<file path="src/sv/cvmt_pkg.sv">
// ----------------------------------------------------------------------------
// Core VM mode tracker package
// Shared types and constants for the core mode and machine slot tracker.
// ----------------------------------------------------------------------------
package cvmt_pkg;

    localparam int TAG_W  = 64;
    localparam int CORE_W = 3;
    localparam int SLOT_W = 4;

    localparam logic [TAG_W-1:0] TAG_ONES = {TAG_W{1'b1}};

    typedef enum logic [1:0] {
        OP_ENTER = 2'd0,
        OP_EXIT  = 2'd1,
        OP_QUERY = 2'd2,
        OP_RSVD  = 2'd3
    } opcode_t;

    typedef struct packed {
        logic eq;
        logic a_ones;
        logic a_zero;
    } cmp_res_t;

endpackage

</file>
<file path="src/sv/cvmt_cmp_unit.sv">
// ----------------------------------------------------------------------------
// Tag compare unit
// Shared 64-bit comparator: equality of two tags plus all-ones and zero tests.
// ----------------------------------------------------------------------------
module cvmt_cmp_unit (
    input  logic [cvmt_pkg::TAG_W-1:0] a,
    input  logic [cvmt_pkg::TAG_W-1:0] b,
    output cvmt_pkg::cmp_res_t         res
);

    assign res.eq     = (a == b);
    assign res.a_ones = &a;
    assign res.a_zero = ~|a;

endmodule

</file>
<file path="src/sv/cvmt_tag_store.sv">
// ----------------------------------------------------------------------------
// Tag store
// Single-port-write, registered-read tag memory with per-entry valid bits.
// An entry never written reads as all ones, or as zero for entry 0 when
// FIRST_ZERO is set.
// ----------------------------------------------------------------------------
module cvmt_tag_store #(
    parameter int DEPTH      = 8,
    parameter bit FIRST_ZERO = 1'b0,
    parameter int AW         = (DEPTH > 1) ? $clog2(DEPTH) : 1
) (
    input  logic                       aclk,
    input  logic                       aresetn,
    input  logic                       wr_en,
    input  logic [AW-1:0]              wr_addr,
    input  logic [cvmt_pkg::TAG_W-1:0] wr_data,
    input  logic                       rd_en,
    input  logic [AW-1:0]              rd_addr,
    output logic [cvmt_pkg::TAG_W-1:0] rd_data
);

    logic [cvmt_pkg::TAG_W-1:0] mem [DEPTH];
    logic [DEPTH-1:0]           vld_reg;
    logic [cvmt_pkg::TAG_W-1:0] rd_data_reg;
    logic                       rd_vld_reg;
    logic                       rd_first_reg;

    always_ff @(posedge aclk) begin
        if (wr_en) begin
            mem[wr_addr] <= wr_data;
        end
        if (rd_en) begin
            rd_data_reg <= mem[rd_addr];
        end
    end

    always_ff @(posedge aclk) begin
        if (!aresetn) begin
            vld_reg      <= '0;
            rd_vld_reg   <= 1'b0;
            rd_first_reg <= 1'b0;
        end else begin
            if (wr_en) begin
                vld_reg[wr_addr] <= 1'b1;
            end
            if (rd_en) begin
                rd_vld_reg   <= vld_reg[rd_addr];
                rd_first_reg <= (rd_addr == '0);
            end
        end
    end

    always_comb begin
        if (rd_vld_reg) begin
            rd_data = rd_data_reg;
        end else if (FIRST_ZERO && rd_first_reg) begin
            rd_data = '0;
        end else begin
            rd_data = cvmt_pkg::TAG_ONES;
        end
    end

endmodule

</file>
<file path="src/sv/core_vm_mode_tracker.sv">
// ----------------------------------------------------------------------------
// Core VM mode tracker
// Tracks the machine each core runs and assigns dense slot numbers to tags.
// ----------------------------------------------------------------------------
// Each input beat carries an opcode (enter, exit, query), a core number and a
// 64-bit machine tag; each produces exactly one result beat with a status
// bit and a 4-bit slot number. Both channels use valid and ready.
// The block works on one beat at a time. A beat that needs no slot walk passes
// through the mode read, decide and finish states to the result register, and
// s_ready returns in the same cycle as the result is loaded.
// Entry, exit with a tag and query of a machine walk the slot table through
// its single read port, one slot per cycle, with one shared 64-bit
// comparator; the walk stops at the first matching or empty slot.
// The result sits in an output register, so a new beat is accepted as soon
// as the result is loaded, even while the receiver stalls; the block stalls
// only when a second result is ready before the first was taken.
// After reset every core reads as never entered, slot 0 holds the
// hypervisor and all other slots are empty; no clearing pass is needed and
// s_ready is already high when reset is released.
// ----------------------------------------------------------------------------
module core_vm_mode_tracker #(
    parameter int CORES    = 8,
    parameter int VM_SLOTS = 16
) (
    input  logic                        aclk,
    input  logic                        aresetn,
    input  logic                        s_valid,
    output logic                        s_ready,
    input  logic [1:0]                  s_opcode,
    input  logic [cvmt_pkg::CORE_W-1:0] s_core,
    input  logic [cvmt_pkg::TAG_W-1:0]  s_vm_tag,
    output logic                        m_valid,
    input  logic                        m_ready,
    output logic                        m_status,
    output logic [cvmt_pkg::SLOT_W-1:0] m_vm_slot
);

    localparam int CORE_AW = (CORES > 1) ? $clog2(CORES) : 1;
    localparam int SLOT_AW = $clog2(VM_SLOTS);
    localparam int SLOT_CW = $clog2(VM_SLOTS + 1);
    localparam logic [8:0]         CORES_LIM = 9'(CORES);
    localparam logic [SLOT_CW-1:0] SLOT_END  = SLOT_CW'(VM_SLOTS);

    typedef enum logic [2:0] {
        ST_IDLE,
        ST_MODE_RD,
        ST_DECIDE,
        ST_WALK,
        ST_FINISH
    } state_t;

    state_t                        state_reg;
    cvmt_pkg::opcode_t             op_reg;
    logic [cvmt_pkg::CORE_W-1:0]   core_reg;
    logic [cvmt_pkg::TAG_W-1:0]    tag_reg;
    logic [cvmt_pkg::TAG_W-1:0]    key_reg;
    logic [SLOT_CW-1:0]            cnt_reg;
    logic [SLOT_AW-1:0]            cmp_idx_reg;
    logic                          pend_reg;
    logic                          status_reg;
    logic [cvmt_pkg::SLOT_W-1:0]   slot_reg;
    logic                          m_valid_reg;
    logic                          m_status_reg;
    logic [cvmt_pkg::SLOT_W-1:0]   m_vm_slot_reg;

    logic [CORE_AW+cvmt_pkg::CORE_W-1:0] core_ext;
    logic [CORE_AW-1:0]                  core_addr;
    logic                                core_ok;
    logic [SLOT_AW+cvmt_pkg::SLOT_W-1:0] idx_ext;
    logic [cvmt_pkg::TAG_W-1:0]          mode_rdata;
    logic [cvmt_pkg::TAG_W-1:0]          slot_rdata;
    logic [cvmt_pkg::TAG_W-1:0]          cmp_a;
    logic [cvmt_pkg::TAG_W-1:0]          cmp_b;
    cvmt_pkg::cmp_res_t                  cmp;

    logic                         dec_status;
    logic                         dec_walk;
    logic                         dec_wr;
    logic [cvmt_pkg::TAG_W-1:0]   dec_wr_data;
    logic [cvmt_pkg::TAG_W-1:0]   dec_key;

    logic mode_rd_en;
    logic mode_wr_en;
    logic walk_stop;
    logic slot_rd_en;
    logic slot_wr_en;
    logic out_free;
    logic out_load;

    assign core_ext  = {CORE_AW'(0), core_reg};
    assign core_addr = core_ext[CORE_AW-1:0];
    assign core_ok   = ({6'd0, core_reg} < CORES_LIM);
    assign idx_ext   = {cvmt_pkg::SLOT_W'(0), cmp_idx_reg};

    assign mode_rd_en = (state_reg == ST_MODE_RD);
    assign mode_wr_en = (state_reg == ST_DECIDE) && dec_wr;

    assign cmp_a = (state_reg == ST_DECIDE) ? mode_rdata : slot_rdata;
    assign cmp_b = (state_reg == ST_DECIDE) ? tag_reg : key_reg;

    assign walk_stop  = (state_reg == ST_WALK) && pend_reg && (cmp.eq || cmp.a_ones);
    assign slot_rd_en = (state_reg == ST_WALK) && !walk_stop && (cnt_reg != SLOT_END);
    assign slot_wr_en = walk_stop && (op_reg != cvmt_pkg::OP_QUERY) && !cmp.eq;

    assign out_free = !m_valid_reg || m_ready;
    assign out_load = (state_reg == ST_FINISH) && out_free;

    assign s_ready   = (state_reg == ST_IDLE);
    assign m_valid   = m_valid_reg;
    assign m_status  = m_status_reg;
    assign m_vm_slot = m_vm_slot_reg;

    cvmt_tag_store #(
        .DEPTH      (CORES),
        .FIRST_ZERO (1'b0)
    ) u_mode_store (
        .aclk    (aclk),
        .aresetn (aresetn),
        .wr_en   (mode_wr_en),
        .wr_addr (core_addr),
        .wr_data (dec_wr_data),
        .rd_en   (mode_rd_en),
        .rd_addr (core_addr),
        .rd_data (mode_rdata)
    );

    cvmt_tag_store #(
        .DEPTH      (VM_SLOTS),
        .FIRST_ZERO (1'b1)
    ) u_slot_store (
        .aclk    (aclk),
        .aresetn (aresetn),
        .wr_en   (slot_wr_en),
        .wr_addr (cmp_idx_reg),
        .wr_data (key_reg),
        .rd_en   (slot_rd_en),
        .rd_addr (cnt_reg[SLOT_AW-1:0]),
        .rd_data (slot_rdata)
    );

    cvmt_cmp_unit u_cmp (
        .a   (cmp_a),
        .b   (cmp_b),
        .res (cmp)
    );

    always_comb begin
        dec_status  = 1'b0;
        dec_walk    = 1'b0;
        dec_wr      = 1'b0;
        dec_wr_data = '0;
        dec_key     = tag_reg;
        priority if (op_reg == cvmt_pkg::OP_RSVD) begin
            dec_status = 1'b0;
        end else if (!core_ok) begin
            dec_status = 1'b1;
        end else begin
            unique case (op_reg)
                cvmt_pkg::OP_ENTER: begin
                    if (cmp.a_zero || cmp.a_ones) begin
                        dec_wr      = 1'b1;
                        dec_wr_data = tag_reg;
                        dec_walk    = 1'b1;
                    end else begin
                        dec_status = 1'b1;
                    end
                end
                cvmt_pkg::OP_EXIT: begin
                    if (cmp.a_ones) begin
                        dec_wr = 1'b1;
                    end else if (cmp.eq) begin
                        dec_wr   = 1'b1;
                        dec_walk = 1'b1;
                    end else begin
                        dec_status = 1'b1;
                    end
                end
                cvmt_pkg::OP_QUERY: begin
                    if (!(cmp.a_zero || cmp.a_ones)) begin
                        dec_walk = 1'b1;
                        dec_key  = mode_rdata;
                    end
                end
                default: begin
                    dec_status = 1'b0;
                end
            endcase
        end
    end

    always_ff @(posedge aclk) begin
        if (!aresetn) begin
            state_reg   <= ST_IDLE;
            m_valid_reg <= 1'b0;
            pend_reg    <= 1'b0;
        end else begin
            if (out_load) begin
                m_valid_reg <= 1'b1;
            end else if (m_valid_reg && m_ready) begin
                m_valid_reg <= 1'b0;
            end
            unique case (state_reg)
                ST_IDLE: begin
                    if (s_valid) begin
                        op_reg    <= cvmt_pkg::opcode_t'(s_opcode);
                        core_reg  <= s_core;
                        tag_reg   <= s_vm_tag;
                        state_reg <= ST_MODE_RD;
                    end
                end
                ST_MODE_RD: begin
                    state_reg <= ST_DECIDE;
                end
                ST_DECIDE: begin
                    status_reg <= dec_status;
                    slot_reg   <= '0;
                    key_reg    <= dec_key;
                    cnt_reg    <= '0;
                    pend_reg   <= 1'b0;
                    state_reg  <= dec_walk ? ST_WALK : ST_FINISH;
                end
                ST_WALK: begin
                    if (walk_stop) begin
                        if (op_reg == cvmt_pkg::OP_QUERY && cmp.eq) begin
                            slot_reg <= idx_ext[cvmt_pkg::SLOT_W-1:0];
                        end
                        pend_reg  <= 1'b0;
                        state_reg <= ST_FINISH;
                    end else if (slot_rd_en) begin
                        cmp_idx_reg <= cnt_reg[SLOT_AW-1:0];
                        pend_reg    <= 1'b1;
                        cnt_reg     <= cnt_reg + SLOT_CW'(1);
                    end else begin
                        pend_reg <= 1'b0;
                        if (!pend_reg) begin
                            state_reg <= ST_FINISH;
                        end
                    end
                end
                ST_FINISH: begin
                    if (out_free) begin
                        m_status_reg  <= status_reg;
                        m_vm_slot_reg <= slot_reg;
                        state_reg     <= ST_IDLE;
                    end
                end
                default: begin
                    state_reg <= ST_IDLE;
                end
            endcase
        end
    end

endmodule

</file>
<file path="config.mk">
export PLATFORM = sky130hd
export DESIGN_NAME = core_vm_mode_tracker
export DESIGN_NICKNAME = d
export VERILOG_FILES = /design/src/sv/cvmt_pkg.sv /design/src/sv/cvmt_cmp_unit.sv /design/src/sv/cvmt_tag_store.sv /design/src/sv/core_vm_mode_tracker.sv
export SDC_FILE = /design/constraint.sdc
export NUM_CORES = 2
export LEC_CHECK = 0
export ABC_CLOCK_PERIOD_IN_PS = 7390
export BUFFER_PORTS_ARGS = -buffer_cell sky130_fd_sc_hd__buf_2
export CORE_MARGIN = 10
export CORE_UTILIZATION = 50
export CTS_CLUSTER_SIZE = 10
export DETAILED_ROUTE_END_ITERATION = 10
export HOLD_SLACK_MARGIN = 0.1
export PLACE_DENSITY = 0.68
export SKIP_CTS_REPAIR_TIMING = 1
export SYNTH_ARGS = -nofsm -noshare
export SYNTH_HDL_FRONTEND = slang
export SYNTH_SLANG_ARGS = --single-unit
</file>
<file path="constraint.sdc">
create_clock -name aclk -period 7.39 [get_ports aclk]
set_clock_uncertainty 0.2 [all_clocks]
set_input_delay 1.478 -clock aclk [delete_from_list [all_inputs] [get_ports aclk]]
set_output_delay 1.478 -clock aclk [all_outputs]
set_load 0.02 [all_outputs]
</file>
==> results_dict.tcl <==
set metrics [dict create \
    area_growth_pct 11.7 \
    track_usage_pct 23.0 \
    crit_path_end_kind "flop" \
    wl_um 185000 \
    syn_area_um2 72000 \
    die_area_um2 159000 \
    grt_pass1_wl_um 270000 \
    largest_reg_flops 1024 \
    root_buffer "clkbuf_16" \
    grt.met1_usage_pct 31.9 \
    grt_use_met3_pct 4.68 \
    rows 139 \
    io_buffers 79 \
    cts_tree "done" \
    setup_viol 0 \
    finalCritPeriodShare_pct 75.3 \
    worst_ep_required_time_ns 7.70 \
    place.gp.congestion 0.938 \
    antenna_found_initial 16 \
    viasPerCell 6.44 \
    drc 0 \
    antenna_left 0 \
    clk_latency_ns 0.84 \
    hp-class "reg2reg" \
    vias 39815 \
    powerDensity_nw_per_um2 264 \
    setup.worst_path.start_class "flop" \
    rsz0062_at_grt "no" \
    top_usage_layer "met2" \
    ys.warnings.count 0 \
    start_util_pct 50.2 \
    core_um2 143000 \
    final_nets 4304 \
    hpwl_um 106000 \
    maxCapViolCount 0 \
    worst_slew_pin_slew_ns 1.17 \
    status "finished clean" \
    stdcell_area_um2 80400 \
    setup-tns-final_ns 0 \
    drive_gt1_share_pct 15.1 \
    clk_path_buf_depth 3 \
    cts.sinks 1848 \
    synth_seq_cells 1848 \
    syn_nets 4170 \
    grt_pass1_vias 39077 \
    critPathMaxFanout 44 \
    io_pins 80 \
    hold_viol 0 \
    yosysSeqAreaShare_pct 76.7 \
    die_h_um 399 \
    placed_area_um2 74800 \
    fmax_ghz 0.180 \
    wl_per_cell_um 30.0 \
    netlist_instances 4095 \
    overflow 0 \
    synth-async-reset-ratio_pct 0 \
    maxSlewHeadroom_pct 22.3 \
    first_iter_violations 4496 \
    final.min_clock_period_ns 5.57 \
    die_w_um 399 \
    fin_util_pct 56.1 \
    slew_violations 0 \
    irDropWorstVdd_uv 203 \
    crit_arrival_ns 5.88 \
    criticalPathCategory "reg2reg" \
    regMostFlops "u_slot_store.mem" \
    synth_edf_count 1816 \
    drtPass1Iterations 5 \
    htree_levels 4 \
    cts_buffers 205 \
    synth.distinct_cells 71 \
    p_leak_nw 25.6 \
    grt_max_degree 135 \
    synth_ff_type "edfxtp_1" \
    reg.largest.list "u_slot_store.mem: 1024 flops, u_mode_store.mem: 512 flops" \
    clk_pin_slew_worst_paths_ns 0.05 \
    grtUsageMet2_pct 36.7 \
    avgSynthCellArea_um2 17.6 \
]
per-layer routing:
metal  vias to the layer above  wire (µm)
met4                         6       5310
met2                      2081      88900
met3                       326      16500
li1                      16880          -
met1                     20522      74600
met5                         -         31
Yosys cell counts (63+ instances only):
cell,instances,area (µm²)
mux4_2,131,2950
nand4_1,109,682
a21oi_1,79,395
edfxtp_1,1816,54500
a22oi_1,322,2420
xor2_1,76,666
clkbuf_1,173,649
mux2i_1,202,2020
mux2_2,76,856
nor4_1,63,394
and2_1,71,444
o21ai_0,227,1140
a221oi_1,65,569
nand2_1,214,803
nor2_1,77,289
cells in the final DEF, fill, tap and decap left out, types with 27 or more instances in the layout:
master / synthesis / routed
nand2b_1: 27 / 27
edfxtp_1: 1816 / 1816
mux2i_1: 202 / 202
nor4_1: 63 / 63
and2_1: 71 / 68
buf_2: 8 / 79
mux4_2: 131 / 131
mux2_2: 76 / 76
a221oi_1: 65 / 65
a22oi_1: 322 / 322
buf_4: 1 / 50
clkbuf_1: 173 / 28
dfxtp_1: 32 / 31
nand4_1: 109 / 109
o21ai_0: 227 / 227
nand2_1: 214 / 212
xor2_1: 76 / 76
nor2_1: 77 / 68
clkbuf_16: 0 / 206
a21oi_1: 79 / 79
path summary, 6_finish.rpt:
kind | from | slack (ns) | depth (start not counted) | end
worst min register to register | slot_reg[2] | 0.22 | 0 | m_vm_slot[2]
worst min-delay path | slot_reg[2] | 0.22 | 0 | m_vm_slot[2]
worst max register to register | u_mode_store.rd_vld_reg | 1.82 | 11 | u_mode_store.mem[1][33]
worst max-delay path | u_mode_store.rd_vld_reg | 1.82 | 11 | u_mode_store.mem[1][33]
through the flow:
stage	total power, mW	std cells	hold slack (ns)	setup slack [ns]
finish	21.3	6184	0.219	1.82
global route	21.9	6182	0.228	1.47
CTS	21.4	6182	0.219	1.81
detailed placement	12.6	5925	0.205	1.80
global placement	12.6	5925	0.207	1.90
floorplan	12.3	4095	0.200	1.08
cell type report:
type | instances | area, µm²
fill | 10767 | 62900
sequential | 1848 | 55200
multi-input combinational | 2024 | 16200
clock buffer | 235 | 5270
tap | 1903 | 2380
timing repair buffer | 142 | 1030
clock inverter | 22 | 355
inverter | 8 | 30.0
antenna | 2 | 5.00
worst max-delay path, stage by stage, from the launching register on:
cell     delay, ns
dfxtp_2       0.53
inv_2         0.38
buf_4         0.38
o41ai_1       0.39
o32ai_1       0.18
nor4_2        0.47
nand3_1       0.16
o31ai_2       0.52
a211o_1       0.26
nand2_1       0.46
nor2_4        0.89
buf_4         0.40
logic make-up (layout without fill, tap and decap cells):
family | after synthesis | in the layout | synth area share, %
AND/OR/NAND/NOR | 734 | 734 | 5.54
flip-flops | 1848 | 1848 | 76.7
multiplexers | 409 | 409 | 8.10
AO/OA/AOI/OAI | 780 | 780 | 7.23
other | 0 | 2 | 0
buffers and inverters | 223 | 407 | 1.21
XOR/XNOR | 99 | 99 | 1.20
adder cells (fa/ha/maj) | 2 | 2 | 0.0348
report_power, final:
group	leakage [nW]	switching [mW]	internal, mW
clock network	2.74	3.82	5.06
logic	6.16	0.423	0.219
registers	16.7	0.185	11.6
total	25.6	4.43	16.8
No activity file was read; power rests on OpenSTA's default activity.
